**config.mk**
```make
export PLATFORM = sky130hd
export DESIGN_NAME = ltsc_cell
export DESIGN_NICKNAME = d
export VERILOG_FILES = /design/src/rtl/ltsc_pkg.sv /design/src/rtl/ltsc_cell.sv
export SDC_FILE = /design/constraint.sdc
export NUM_CORES = 1
export LEC_CHECK = 0
export BUFFER_PORTS_ARGS = -buffer_cell sky130_fd_sc_hd__buf_2
export CAP_MARGIN = 20
export CORE_ASPECT_RATIO = 1.4
export CORE_MARGIN = 2
export CORE_UTILIZATION = 36
export CTS_BUF_LIST = sky130_fd_sc_hd__clkbuf_4
export DETAILED_ROUTE_END_ITERATION = 16
export PLACE_DENSITY = 0.82
export RECOVER_POWER = 25
export SLEW_MARGIN = 10
export SYNTH_ARGS = -nofsm -noshare
export SYNTH_HDL_FRONTEND = slang
export SYNTH_SLANG_ARGS = --single-unit
```
**constraint.sdc**
```tcl
create_clock -name clk_i -period 1.9 [get_ports clk_i]
set_clock_uncertainty 0.1 [all_clocks]
set_input_delay 0.57 -clock clk_i [delete_from_list [all_inputs] [get_ports clk_i]]
set_output_delay 0.57 -clock clk_i [all_outputs]
set_load 0.005 [all_outputs]
```
**src/rtl/ltsc_pkg.sv**
```systemverilog
// Shared types, constants and codes for the tile slot LRU cache.
`timescale 1ns / 1ps
package ltsc_pkg;

  // Cache geometry and field widths.
  localparam int CAPACITY = 128;
  localparam int KEY_BITS = 48;
  localparam int SLOT_W   = 7;
  localparam int CNT_W    = 8;
  localparam int CMD_W    = 2;
  localparam int STAT_W   = 2;
  localparam int CFG_W    = 8;

  // Reset value of the entry limit register.
  localparam logic [CFG_W-1:0] MAX_ENTRIES_RST = 8'd100;

  // Command codes.
  typedef enum logic [CMD_W-1:0] {
    CMD_LOOKUP = 2'd0,
    CMD_PEEK   = 2'd1,
    CMD_REMOVE = 2'd2
  } ltsc_cmd_e;

  // Result status codes.
  typedef enum logic [STAT_W-1:0] {
    STAT_OK       = 2'd0,
    STAT_NO_LAYER = 2'd1,
    STAT_ABSENT   = 2'd2
  } ltsc_status_e;

  // One entry of the recency row.
  typedef struct packed {
    logic                valid;
    logic [SLOT_W-1:0]   slot;
    logic [KEY_BITS-1:0] key;
  } ltsc_entry_t;

  // Broadcast to every cell when an item is accepted.
  typedef struct packed {
    logic                accept;
    logic                remove;
    logic [KEY_BITS-1:0] key;
    logic [SLOT_W-1:0]   slot;
  } ltsc_probe_t;

  // Broadcast to every cell in the update cycle.
  typedef struct packed {
    logic              commit;
    logic              shift_all;
    logic              shift_from_hit;
    logic              ins;
    logic [SLOT_W-1:0] ins_pos;
    ltsc_entry_t       new_entry;
  } ltsc_upd_t;

endpackage

```
**src/rtl/ltsc_cell.sv**
```systemverilog
// One position of the recency row: holds an entry, compares it, shifts from its neighbor.
`timescale 1ns / 1ps
module ltsc_cell import ltsc_pkg::*; (
  input  logic              clk_i,
  input  logic              rst_ni,
  input  logic [SLOT_W-1:0] idx_i,
  input  ltsc_probe_t       probe_i,
  input  ltsc_upd_t         upd_i,
  input  logic              prefix_i,
  input  ltsc_entry_t       next_i,
  output ltsc_entry_t       entry_o,
  output logic              match_o
);

  logic                valid_q, valid_d;
  logic [SLOT_W-1:0]   slot_q, slot_d;
  logic [KEY_BITS-1:0] key_q, key_d;
  logic                match_q, match_d;
  logic                shift;
  logic                ins_here;

  // Compare against the accepted item: by slot for a remove, by key otherwise.
  always_comb begin
    match_d = match_q;
    if (probe_i.accept) begin
      if (probe_i.remove) begin
        match_d = valid_q && (slot_q == probe_i.slot);
      end else begin
        match_d = valid_q && (key_q == probe_i.key);
      end
    end
  end

  // Insertion wins over taking the neighbor's entry.
  assign shift    = upd_i.commit && (upd_i.shift_all || (upd_i.shift_from_hit && prefix_i));
  assign ins_here = upd_i.commit && upd_i.ins && (upd_i.ins_pos == idx_i);

  always_comb begin
    valid_d = valid_q;
    slot_d  = slot_q;
    key_d   = key_q;
    if (ins_here) begin
      valid_d = upd_i.new_entry.valid;
      slot_d  = upd_i.new_entry.slot;
      key_d   = upd_i.new_entry.key;
    end else if (shift) begin
      valid_d = next_i.valid;
      slot_d  = next_i.slot;
      key_d   = next_i.key;
    end
  end

  // Control state under reset.
  always_ff @(posedge clk_i or negedge rst_ni) begin
    if (!rst_ni) begin
      valid_q <= 1'b0;
      match_q <= 1'b0;
    end else begin
      valid_q <= valid_d;
      match_q <= match_d;
    end
  end

  // Payload registers.
  always_ff @(posedge clk_i) begin
    slot_q <= slot_d;
    key_q  <= key_d;
  end

  assign entry_o = '{valid: valid_q, slot: slot_q, key: key_q};
  assign match_o = match_q;

endmodule

```
==> results of run 1 <==
[Yosys cell counts, drive strengths merged]
master | n | area, µm²
a21o | 1 | 7.51
o21ai | 1 | 5.00
xnor2 | 31 | 272
edfxtp | 55 | 1650
nor2 | 1 | 3.75
clkbuf | 1 | 3.75
dfrtp | 2 | 50.1
inv | 1 | 3.75
mux2i | 1 | 10.0
nor4 | 8 | 50.1
buf | 7 | 56.3
nand3 | 2 | 10.0
xor2 | 31 | 272
nand4 | 10 | 62.6
a21oi | 2 | 10.0
nor3 | 1 | 5.00
nand2 | 2 | 7.51
or4 | 2 | 15.0
mux2 | 55 | 683
[layer usage]
metal | routed length (µm) | GRT usage (%) | up-vias | share of wire, %
li1 | - | - | 1357 | -
met1 | 3700 | 20.9 | 1323 | 34
met2 | 6190 | 41.7 | 138 | 58
met3 | 589 | 4.02 | 22 | 5.5
met4 | 266 | 11.0 | 0 | 2.5
met5 | 0 | 0 | - | 0
[stage by stage]
step	cell area, µm²	setup TNS [ps]	utilization [%]	power (µW)	std cells
finish	5160	-7000	60.4	2950	598
floorplan	3210	-37810	-	1850	214
global route	5160	-9120	60.3	3090	597
CTS	5020	-5380	58.6	2950	591
detailed placement	4590	-75820	53.6	2230	563
global placement	4590	-67650	53.6	2200	563
[worst max-delay path, cell delays in order]
cell and delay (ps):
buf_6 100, xnor2_2 130, nand3_1 100, or4_4 540, buf_16 180, buf_12 150, mux2_4 300
[cell families after synthesis]
| logic type | count (synthesis) | share of synthesized area [%] |
|---|---|---|
| compound gates | 4 | 0.709 |
| xor+xnor | 62 | 17.1 |
| buf+inv | 9 | 2.01 |
| flops | 57 | 53.5 |
| mux | 56 | 21.8 |
| simple gates | 26 | 4.84 |
[layout make-up]
class	instances	area (µm²)
fillers	704	3390
repair buffers	271	1760
flip-flops and latches	57	1700
multi-input cells	148	1470
well taps	105	131
clock buffers	9	67.6
clock inverters	6	26.3
inverters	1	3.75
diodes	1	2.50
[repair_timing]
| action | 4_1_cts | 5_1_grt |
|---|---|---|
| endpoints found under the setup margin | 111 | 112 |
| pin swaps | 6 | 3 |
| gates resized for setup | 23 | 4 |
| buffers inserted | 6 | 1 |
| hold buffers | 1 | 0 |
| gates cloned | 6 | 5 |
| endpoints found under the hold margin | 2 | 0 |
[final timing paths]
check / from / depth (start not counted) / endpoint / slack, ps
worst max-delay path: upd_i[60] / 7 / key_q[24]$_DFFE_PP_ / -120
worst min-delay path: upd_i[55] / 3 / valid_q$_DFFE_PN0P_ / 340
worst max register to register: key_q[22]$_DFFE_PP_ / 6 / match_o$_DFFE_PN0P_ / 30
worst min register to register: match_o$_DFFE_PN0P_ / 2 / match_o$_DFFE_PN0P_ / 420
max in group asynchronous: rst_ni / 2 / match_o$_DFFE_PN0P_ / 1190
min in group asynchronous: rst_ni / 2 / valid_q$_DFFE_PN0P_ / 380
[power by group]
| group | total [µW] | switching, µW | internal (µW) |
|---|---|---|---|
| clock | 677 | 436 | 242 |
| combinational | 687 | 258 | 428 |
| sequential | 1590 | 81.3 | 1500 |
[registers in the layout, summed over array words and instances, names as in the netlist]
register,flops
key_q,48
valid_q,1
slot_q,7
match_o,1
==> summary.md, run 1 <==
| Metric | Value |
|---|---|
| Mapped Area | `0.00318 mm²` |
| Initial core utilization | `37.1%` |
| Leading cell types in the layout, fill and taps excluded | `234 x buf_2, 55 x edfxtp_1, 36 x mux2_2` |
| Setup ws final | `-116 ps` |
| Worst slew pin tran | `~320 ps` |
| Initial antenna violation count | `0` |
| Status | `complete, but fails checks` |
| Synthesized flop and latch total | `between 50 and 60` |
| Fin crit share | `106%` |
| Die area | `about 0.0096 mm²` |
| Htree depth | `3` |
| Clock period minus worst slack | `2020 ps` |
| FMAX | `a little under 500 MHz` |
| Slew margin rel. | `slightly below 80%` |
| Max-Cap Viols | `0` |
| Clock Sinks | `57` |
| Leakage | `0.00242 µW` |
| Post-DP HPWL | `about 7.6 mm` |
| Library cells used by synthesis | `22` |
| Die Y | `around 120 µm` |
| IO buf count | `~250` |
| Setup CP Type | `primary input to flop` |
| Worst-path clk slew | `roughly 90 ps` |
| Unrepaired setup endpoints after global routing | `true` |
| Die W | `between 80 and 90 µm` |
| Place WS | `-718 ps` |
| Final wirelength | `10.7 mm` |
| Commonest non-fill, non-tap cell in the layout | `buf_2` |
| GRT overflow | `0` |
| Remaining antenna violation count after routing | `0` |
| CTS tree | `done` |
| Max-slew violations | `0` |
| Area delta synth->final | `62.5%` |
| Global-route usage over all layers | `a little over a fifth` |
| Root Buffer | `clkbuf_4` |
| Final Hold Viols | `0` |
| Seq/Total Area, Yosys | `53.5%` |
| Num rows | `40` |
| Failing checks | `negative setup slack` |
| Maximum fanout along the worst path | `7` |
| Pin count of the biggest net entering global routing | `16` |
| Pwr per Cell Area | `between 500 and 600 mW/mm²` |
| Clk_lat worst skew | `around 400 ps` |
| Setup Viol. Count Final | `110` |
| Initial DRC Count | `~120` |
| Vias per inst | `around 4.7` |
| Total CTS buffers | `9` |
| Drt pass-1 iters | `4` |
| CORE AREA | `roughly 0.0086 mm²` |
| Ys Warns | `0` |
| Layout Nets | `678` |
| Gpl congestion | `0.827` |
| DR WL/cell | `about 18 µm` |
| Min-Delay Path Class | `primary input to flop` |
| Crit path DAT | `2070 ps` |
| Drc violations | `0` |
| First-pass GRT wire length | `between 15 and 20 mm` |
| Worst setup SP type | `primary input` |
| CTS max path bufs | `2` |
| Vias in the first global route | `roughly 3000` |
| Max VDD drop | `0.442 mV` |
| Vias | `approximately 2800` |
| Crit path required time | `~2000 ps` |
| Top Ports | `between 200 and 250` |
| Mapped Cells | `between 200 and 250` |
| Avg Cell Area, Syn | `~15 µm²` |
| Ratio of cells with drive above 1 in the final layout | `between 60 and 70%` |
| Critical Path End Type | `flop` |
| Final hold slack | `343 ps` |
| Syn Nets | `a little over 400` |
Power figures use the tool's default switching activity.
==> run 2: changes to the inputs <==
SETUP_SLACK_MARGIN = 0.15   (was default)
==> run 2 against run 1 <==
Compared with the run above: critical endpoint is now key_q[46]$_DFFE_PP_; maximum frequency rose by 0.51%; sequential share of layout area barely moved; sequential cell count did not move; wire length fell by 8.0%; cell count rose by 0.33%; via count fell by 1.5%; final area rose by 0.12%; combinational power rose by 3.1%; die area did not move; first-iteration DRC count fell by 64%; clock power rose by 22%; worst hold slack improved by 8.9 ps; the run still ends with negative setup slack left.
==> summary.md, run 2 (same netlist as run 1, synthesis figures left out) <==
| Metric | Value |
|---|---|
| Status | `complete, but fails checks (unchanged)` |
| Failing checks | `negative setup slack (unchanged)` |
| Drc violations | `0 (unchanged)` |
| Global-route usage over all layers | `20.7% (was 21.2%)` |
| Setup Viol. Count Final | `110 (unchanged)` |
| Critical Path End Type | `flop (unchanged)` |
| Leading cell types in the layout, fill and taps excluded | `239 x buf_2, 55 x edfxtp_1, 38 x mux2_2 (was 234 x buf_2, 55 x edfxtp_1, 36 x mux2_2)` |
| Largest regs | `key_q (48), slot_q (7) (unchanged)` |
| Final Hold Viols | `0 (unchanged)` |
| Vias in the first global route | `3026 (was 2977)` |
| Ratio of cells with drive above 1 in the final layout | `69.6% (was 68.7%)` |
| Crit path DAT | `2010 ps (was 2070 ps)` |
| Die Y | `115 µm (unchanged)` |
| Min-Delay Path Class | `primary input to flop (unchanged)` |
| Leakage | `0.00242 µW (about the same)` |
| Layout Nets | `680 (was 678)` |
| Initial core utilization | `37.1% (unchanged)` |
| Final wirelength | `9.89 mm (was 10.7 mm)` |
| Top Ports | `247 (unchanged)` |
| Initial DRC Count | `45 (was 124)` |
| Pwr per Cell Area | `603 mW/mm² (was 571 mW/mm²)` |
| Drt pass-1 iters | `4 (unchanged)` |
| Top reg by flops | `key_q (unchanged)` |
| Die W | `83.4 µm (unchanged)` |
| Worst slew pin tran | `353 ps (was 321 ps)` |
| IO buf count | `246 (unchanged)` |
| Post-DP HPWL | `7.61 mm (was 7.56 mm)` |
| FMAX | `499 MHz (was 496 MHz)` |
| Pin count of the biggest net entering global routing | `30 (was 16)` |
| Area delta synth->final | `62.7% (was 62.5%)` |
| Root Buffer | `clkbuf_4 (unchanged)` |
| Num rows | `40 (unchanged)` |
| Max VDD drop | `0.461 mV (was 0.442 mV)` |
| Place WS | `-701 ps (was -718 ps)` |
| Slew margin rel. | `76.2% (was 78.4%)` |
| Largest register FFs | `48 (unchanged)` |
| Htree depth | `3 (unchanged)` |
| Vias per inst | `4.66 (was 4.75)` |
| Worst setup SP type | `primary input (unchanged)` |
| Setup TNS Final | `-6520 ps (was -7000 ps)` |
| Crit path required time | `1910 ps (was 1960 ps)` |
| First-pass GRT wire length | `14.8 mm (was 15.0 mm)` |
| Clock Sinks | `57 (unchanged)` |
| Max-slew violations | `0 (unchanged)` |
| Remaining antenna violation count after routing | `0 (unchanged)` |
| Clock period minus worst slack | `2010 ps (was 2020 ps)` |
| Vias | `2798 (was 2840)` |
| DR WL/cell | `16.5 µm (was 18.0 µm)` |
| Total CTS buffers | `9 (unchanged)` |
| Gpl congestion | `0.898 (was 0.827)` |
| Clk_lat worst skew | `400 ps (about the same)` |
| Worst-path clk slew | `80 ps (was 90 ps)` |
| Die area | `0.00961 mm² (unchanged)` |
| CORE AREA | `0.00856 mm² (unchanged)` |
| Maximum fanout along the worst path | `8 (was 7)` |
| CTS max path bufs | `2 (unchanged)` |
| Max-Cap Viols | `0 (unchanged)` |
| CTS tree | `done (unchanged)` |
| Setup CP Type | `primary input to flop (unchanged)` |
| Commonest non-fill, non-tap cell in the layout | `buf_2 (unchanged)` |
| GRT overflow | `0 (unchanged)` |
| Setup ws final | `-106 ps (was -116 ps)` |
| Initial antenna violation count | `1 (was 0)` |
| Fin crit share | `106% (about the same)` |
| Unrepaired setup endpoints after global routing | `true (unchanged)` |
==> run 2: cell types whose count changed in the layout (fill, tap and decap cells not counted), moves of 2 or more <==
cell / before / now
mux2_2: 36 / 38
buf_8: 0 / 2
buf_12: 3 / 8
clkbuf_16: 5 / 0
buf_6: 7 / 5
buf_2: 234 / 239
mux2_4: 19 / 17
==> run 2: worst paths after layout <==
kind	start	to	slack, ps	depth (start not counted)
min in group asynchronous	rst_ni	valid_q$_DFFE_PN0P_	400	2
setup reg to reg	key_q[24]$_DFFE_PP_	match_o$_DFFE_PN0P_	-40	6
max in group asynchronous	rst_ni	match_o$_DFFE_PN0P_	1170	2
hold reg to reg	match_o$_DFFE_PN0P_	match_o$_DFFE_PN0P_	410	2
hold / removal	upd_i[55]	valid_q$_DFFE_PN0P_	350	3
setup / recovery	idx_i[4]	key_q[46]$_DFFE_PP_	-110	8
==> run 2: final cells by class <==
class / count / area, µm²
diodes: 1 / 2.50
clock buffers: 10 / 75.1
clock inverters: 5 / 47.5
fillers: 720 / 3390
inverters: 1 / 3.75
multi-input cells: 148 / 1480
flip-flops and latches: 57 / 1700
well taps: 105 / 131
repair buffers: 273 / 1730
==> run 2: critical path, cell delays in order <==
cell	delay (ps)
buf_6	100
xnor2_2	140
nand3_1	80
or4_4	570
buf_12	190
nand2_8	130
buf_6	120
buf_12	110
==> run 2: power by group <==
part	switching (µW)	internal, µW	total (µW)
sequential	79.5	1500	1580
clock	429	397	826
combinational	267	441	708
==> run 2: routing by layer <==
layer | part of all wire (%) | GRT usage, % | routed length, µm
met1 | 35 | 21.4 | 3460
met2 | 56 | 39.4 | 5520
met3 | 7.4 | 5.46 | 733
met4 | 1.8 | 8.71 | 177
met5 | 0 | 0 | 0
==> run 2: per-stage QoR <==
| stage | area (µm²) | hold slack [ps] | std cells | util, % | power, µW |
|---|---|---|---|---|---|
| finish | 5170 | 352 | 600 | 60.4 | 3120 |
| detailed placement | 4610 | 260 | 566 | 53.9 | 2230 |
| floorplan | 3210 | 174 | 214 | - | 1850 |
| global placement | 4610 | 259 | 566 | 53.9 | 2210 |
| global route | 5170 | 326 | 600 | 60.4 | 3270 |
| CTS | 5140 | 299 | 598 | 60.0 | 3150 |
==> run 2: repair_timing <==
item,4_1_cts,5_1_grt
endpoints found under the setup margin,112,113
hold buffers,1,0
buffers inserted,8,1
endpoints found under the hold margin,2,0
cloned,8,0
gates resized for setup,17,8
pin swaps,2,1
==> run 3: changes to the inputs <==
CORE_UTILIZATION = 32   (was 36)
PLACE_DENSITY = 0.75   (was 0.82)
TNS_END_PERCENT = 5   (was default)
clock period = 2.1 ns   (was 1.9 ns; I/O delays follow)
==> run 3 against run 2 <==
Compared with the run above: the run still ends with negative setup slack left; utilization shrank 8.5 points; wire length increased by 0.78%; global-route usage is 4.0 points lower; critical path depth decreased by 1; power is 9.6% lower; register-to-register slack better by 190 ps; via count shrank 0.50%; cell count grew 2.8%; non-clock buffer count fell by 13; final area is 1.7% lower; sequential cell count unchanged; first-iteration DRC count increased by 93%.
==> summary.md, run 3 (same netlist as run 1, synthesis figures left out) <==
| Metric | Value |
|---|---|
| Final Instance Count excl. Fillers | `617 (was 600)` |
| Critical Path End Type | `flop (unchanged)` |
| Worst Hold Path EP | `valid_q$_DFFE_PN0P_ (unchanged)` |
| Failing checks | `negative setup slack (unchanged)` |
| Global-route usage over all layers | `16.6% (was 20.7%)` |
| Worst-path clk slew | `90 ps (was 80 ps)` |
| Commonest non-fill, non-tap cell in the layout | `buf_2 (unchanged)` |
| Vias in the first global route | `2762 (was 3026)` |
| Leakage | `0.00244 µW (was 0.00242 µW)` |
| Ratio of cells with drive above 1 in the final layout | `66.4% (was 69.6%)` |
| Setup ws final | `-21.4 ps (was -106 ps)` |
| Max VDD drop | `0.396 mV (was 0.461 mV)` |
| Post-DP HPWL | `7.36 mm (was 7.61 mm)` |
| Htree depth | `3 (unchanged)` |
| Largest register FFs | `48 (unchanged)` |
| Drt pass-1 iters | `4 (unchanged)` |
| DR WL/cell | `16.2 µm (was 16.5 µm)` |
| FMAX | `between 400 and 500 MHz` |
| Root Buffer | `clkbuf_4 (unchanged)` |
| Fin crit share | `101%` |
| Area delta synth->final | `60.0% (was 62.7%)` |
| Initial DRC Count | `87 (was 45)` |
| IO buf count | `246 (unchanged)` |
| Clock Sinks | `57 (unchanged)` |
| Setup slack, reg-to-reg | `150 ps (was -40 ps)` |
| Num rows | `43 (was 40)` |
| CORE AREA | `0.00979 mm² (was 0.00856 mm²)` |
| R2r endpoint | `match_o$_DFFE_PN0P_ (unchanged)` |
| Layout Nets | `667 (was 680)` |
| Remaining antenna violation count after routing | `0 (unchanged)` |
| Util after Layout | `51.9% (was 60.4%)` |
| Final hold slack | `397 ps (was 352 ps)` |
| Die area | `0.0108 mm² (was 0.00961 mm²)` |
| Max-slew violations | `0 (unchanged)` |
| GRT overflow | `0 (unchanged)` |
| Cells after DPL | `595 (was 566)` |
| Gpl congestion | `0.797 (was 0.898)` |
| Vias per inst | `4.51 (was 4.66)` |
| Met1 Use GR | `17.4% (was 21.4%)` |
| RR Startpoint | `key_q[9]$_DFFE_PP_ (was key_q[24]$_DFFE_PP_)` |
| Initial core utilization | `32.5% (was 37.1%)` |
| Met3 Resource Use GR | `4.54% (was 5.46%)` |
| Hold depth | `3 (unchanged)` |
| Die Y | `122 µm (was 115 µm)` |
| Min-Delay Path Class | `primary input to flop (unchanged)` |
| Worst Min Path Start | `upd_i[55] (unchanged)` |
| Met2 Usage GRT | `30.7% (was 39.4%)` |
| Postcts setup bufs | `0 (was 8)` |
| Leading cell types in the layout, fill and taps excluded | `226 x buf_2, 55 x edfxtp_1, 45 x mux2_4 (was 239 x buf_2, 55 x edfxtp_1, 38 x mux2_2)` |
| Vias | `2784 (was 2798)` |
| Maximum fanout along the worst path | `26 (was 8)` |
| Setup Viol. Count Final | `35 (was 110)` |
| Slew margin rel. | `73.4% (was 76.2%)` |
| Die W | `88.2 µm (was 83.4 µm)` |
| Reg2Reg Depth | `6 (unchanged)` |
| Unrepaired setup endpoints after global routing | `true (unchanged)` |
| First-pass GRT wire length | `13.2 mm (was 14.8 mm)` |
| Final wirelength | `9.97 mm (was 9.89 mm)` |
| Crit path DAT | `2120 ps (was 2010 ps)` |
| Status | `complete, but fails checks (unchanged)` |
| Clock period minus worst slack | `2120 ps` |
| Top Ports | `247 (unchanged)` |
| Largest regs | `key_q (48), slot_q (7) (unchanged)` |
| Top reg by flops | `key_q (unchanged)` |
| Overall power | `2820 µW (was 3120 µW)` |
| Crit path required time | `2100 ps (was 1910 ps)` |
| Pin count of the biggest net entering global routing | `30 (unchanged)` |
| CTS max path bufs | `2 (unchanged)` |
| Final Hold Viols | `0 (unchanged)` |
| Setup TNS Final | `-301 ps (was -6520 ps)` |
| Total CTS buffers | `9 (unchanged)` |
| Antenna Cells | `0 (was 1)` |
| Worst setup SP type | `primary input (unchanged)` |
| Setup crit start | `upd_i[62] (was idx_i[4])` |
| Drc violations | `0 (unchanged)` |
| Clk_lat worst skew | `390 ps (was 400 ps)` |
| Max-Cap Viols | `0 (unchanged)` |
| Initial antenna violation count | `0 (was 1)` |
| CTS tree | `done (unchanged)` |
| Setup CP Type | `primary input to flop (unchanged)` |
| Pwr per Cell Area | `554 mW/mm² (was 603 mW/mm²)` |
| Worst slew pin tran | `395 ps (was 353 ps)` |
| Most Crowded Layer GR | `met2 (unchanged)` |
-- run 3: cell types whose count changed in the layout (fill, tap and decap cells not counted), moves of 2 or more --
cell / change
buf_12: -8
clkbuf_16: +4
buf_8: -2
clkbuf_1: +11
mux2_4: +28
buf_2: -13
buf_16: -4
mux2_2: -28
-- run 3: cell type report --
type                       count  area (µm²)
clock buffer                  11        82.6
clock inverter                 5        46.3
fill                         889        4710
inverter                       1        3.75
multi-input combinational    148        1590
sequential                    57        1700
tap                          135         169
timing repair buffer         260        1490
-- run 3: what timing repair did --
| item | in CTS | in global routing |
|---|---|---|
| hold buffers | 1 | 0 |
| endpoints found under the hold margin | 2 | 0 |
| endpoints found under the setup margin | 111 | 110 |
| resized for setup | 5 | 39 |
| cloned | 1 | 4 |
| pin swaps | 0 | 6 |
-- run 3: how the worst max path moves through the flow --
| stage | to | cells after the start |
|---|---|---|
| 6_report | key_q[30]$_DFFE_PP_ | 7 |
| 5_1_grt | key_q[21]$_DFFE_PP_ | 7 |
| 4_1_cts | key_q[30]$_DFFE_PP_ | 7 |
| 3_5_place_dp | key_q[4]$_DFFE_PP_ | 7 |
| 3_3_place_gp | key_q[30]$_DFFE_PP_ | 7 |
| 2_1_floorplan | key_q[0]$_DFFE_PP_ | 6 |
-- run 3: per-layer routing --
metal / wire length [µm] / part of all wire (%) / vias to the layer above
li1: - / - / 1328
met1: 3570 / 36 / 1304
met2: 5580 / 56 / 142
met3: 694 / 7.0 / 10
met4: 126 / 1.3 / 0
met5: 0 / 0 / -
-- run 3: stage by stage --
step                area, µm²  worst slack (ps)
floorplan                3210              -277
global placement         4640              -515
detailed placement       4640              -521
CTS                      4830              60.8
global route             5080             -32.2
finish                   5080             -21.4
-- run 3: critical path: stages --
cell,delay [ps]
buf_6,100
xnor2_2,130
nand4_1,110
or4_4,600
buf_16,210
nand2_8,120
buf_16,190
-- run 3: report_power, final --
part	leakage [µW]	internal [µW]	switching, µW
combinational	0.00182	376	236
clock	0.0000734	377	398
sequential	0.000548	1360	70.1
total	0.00244	2110	704
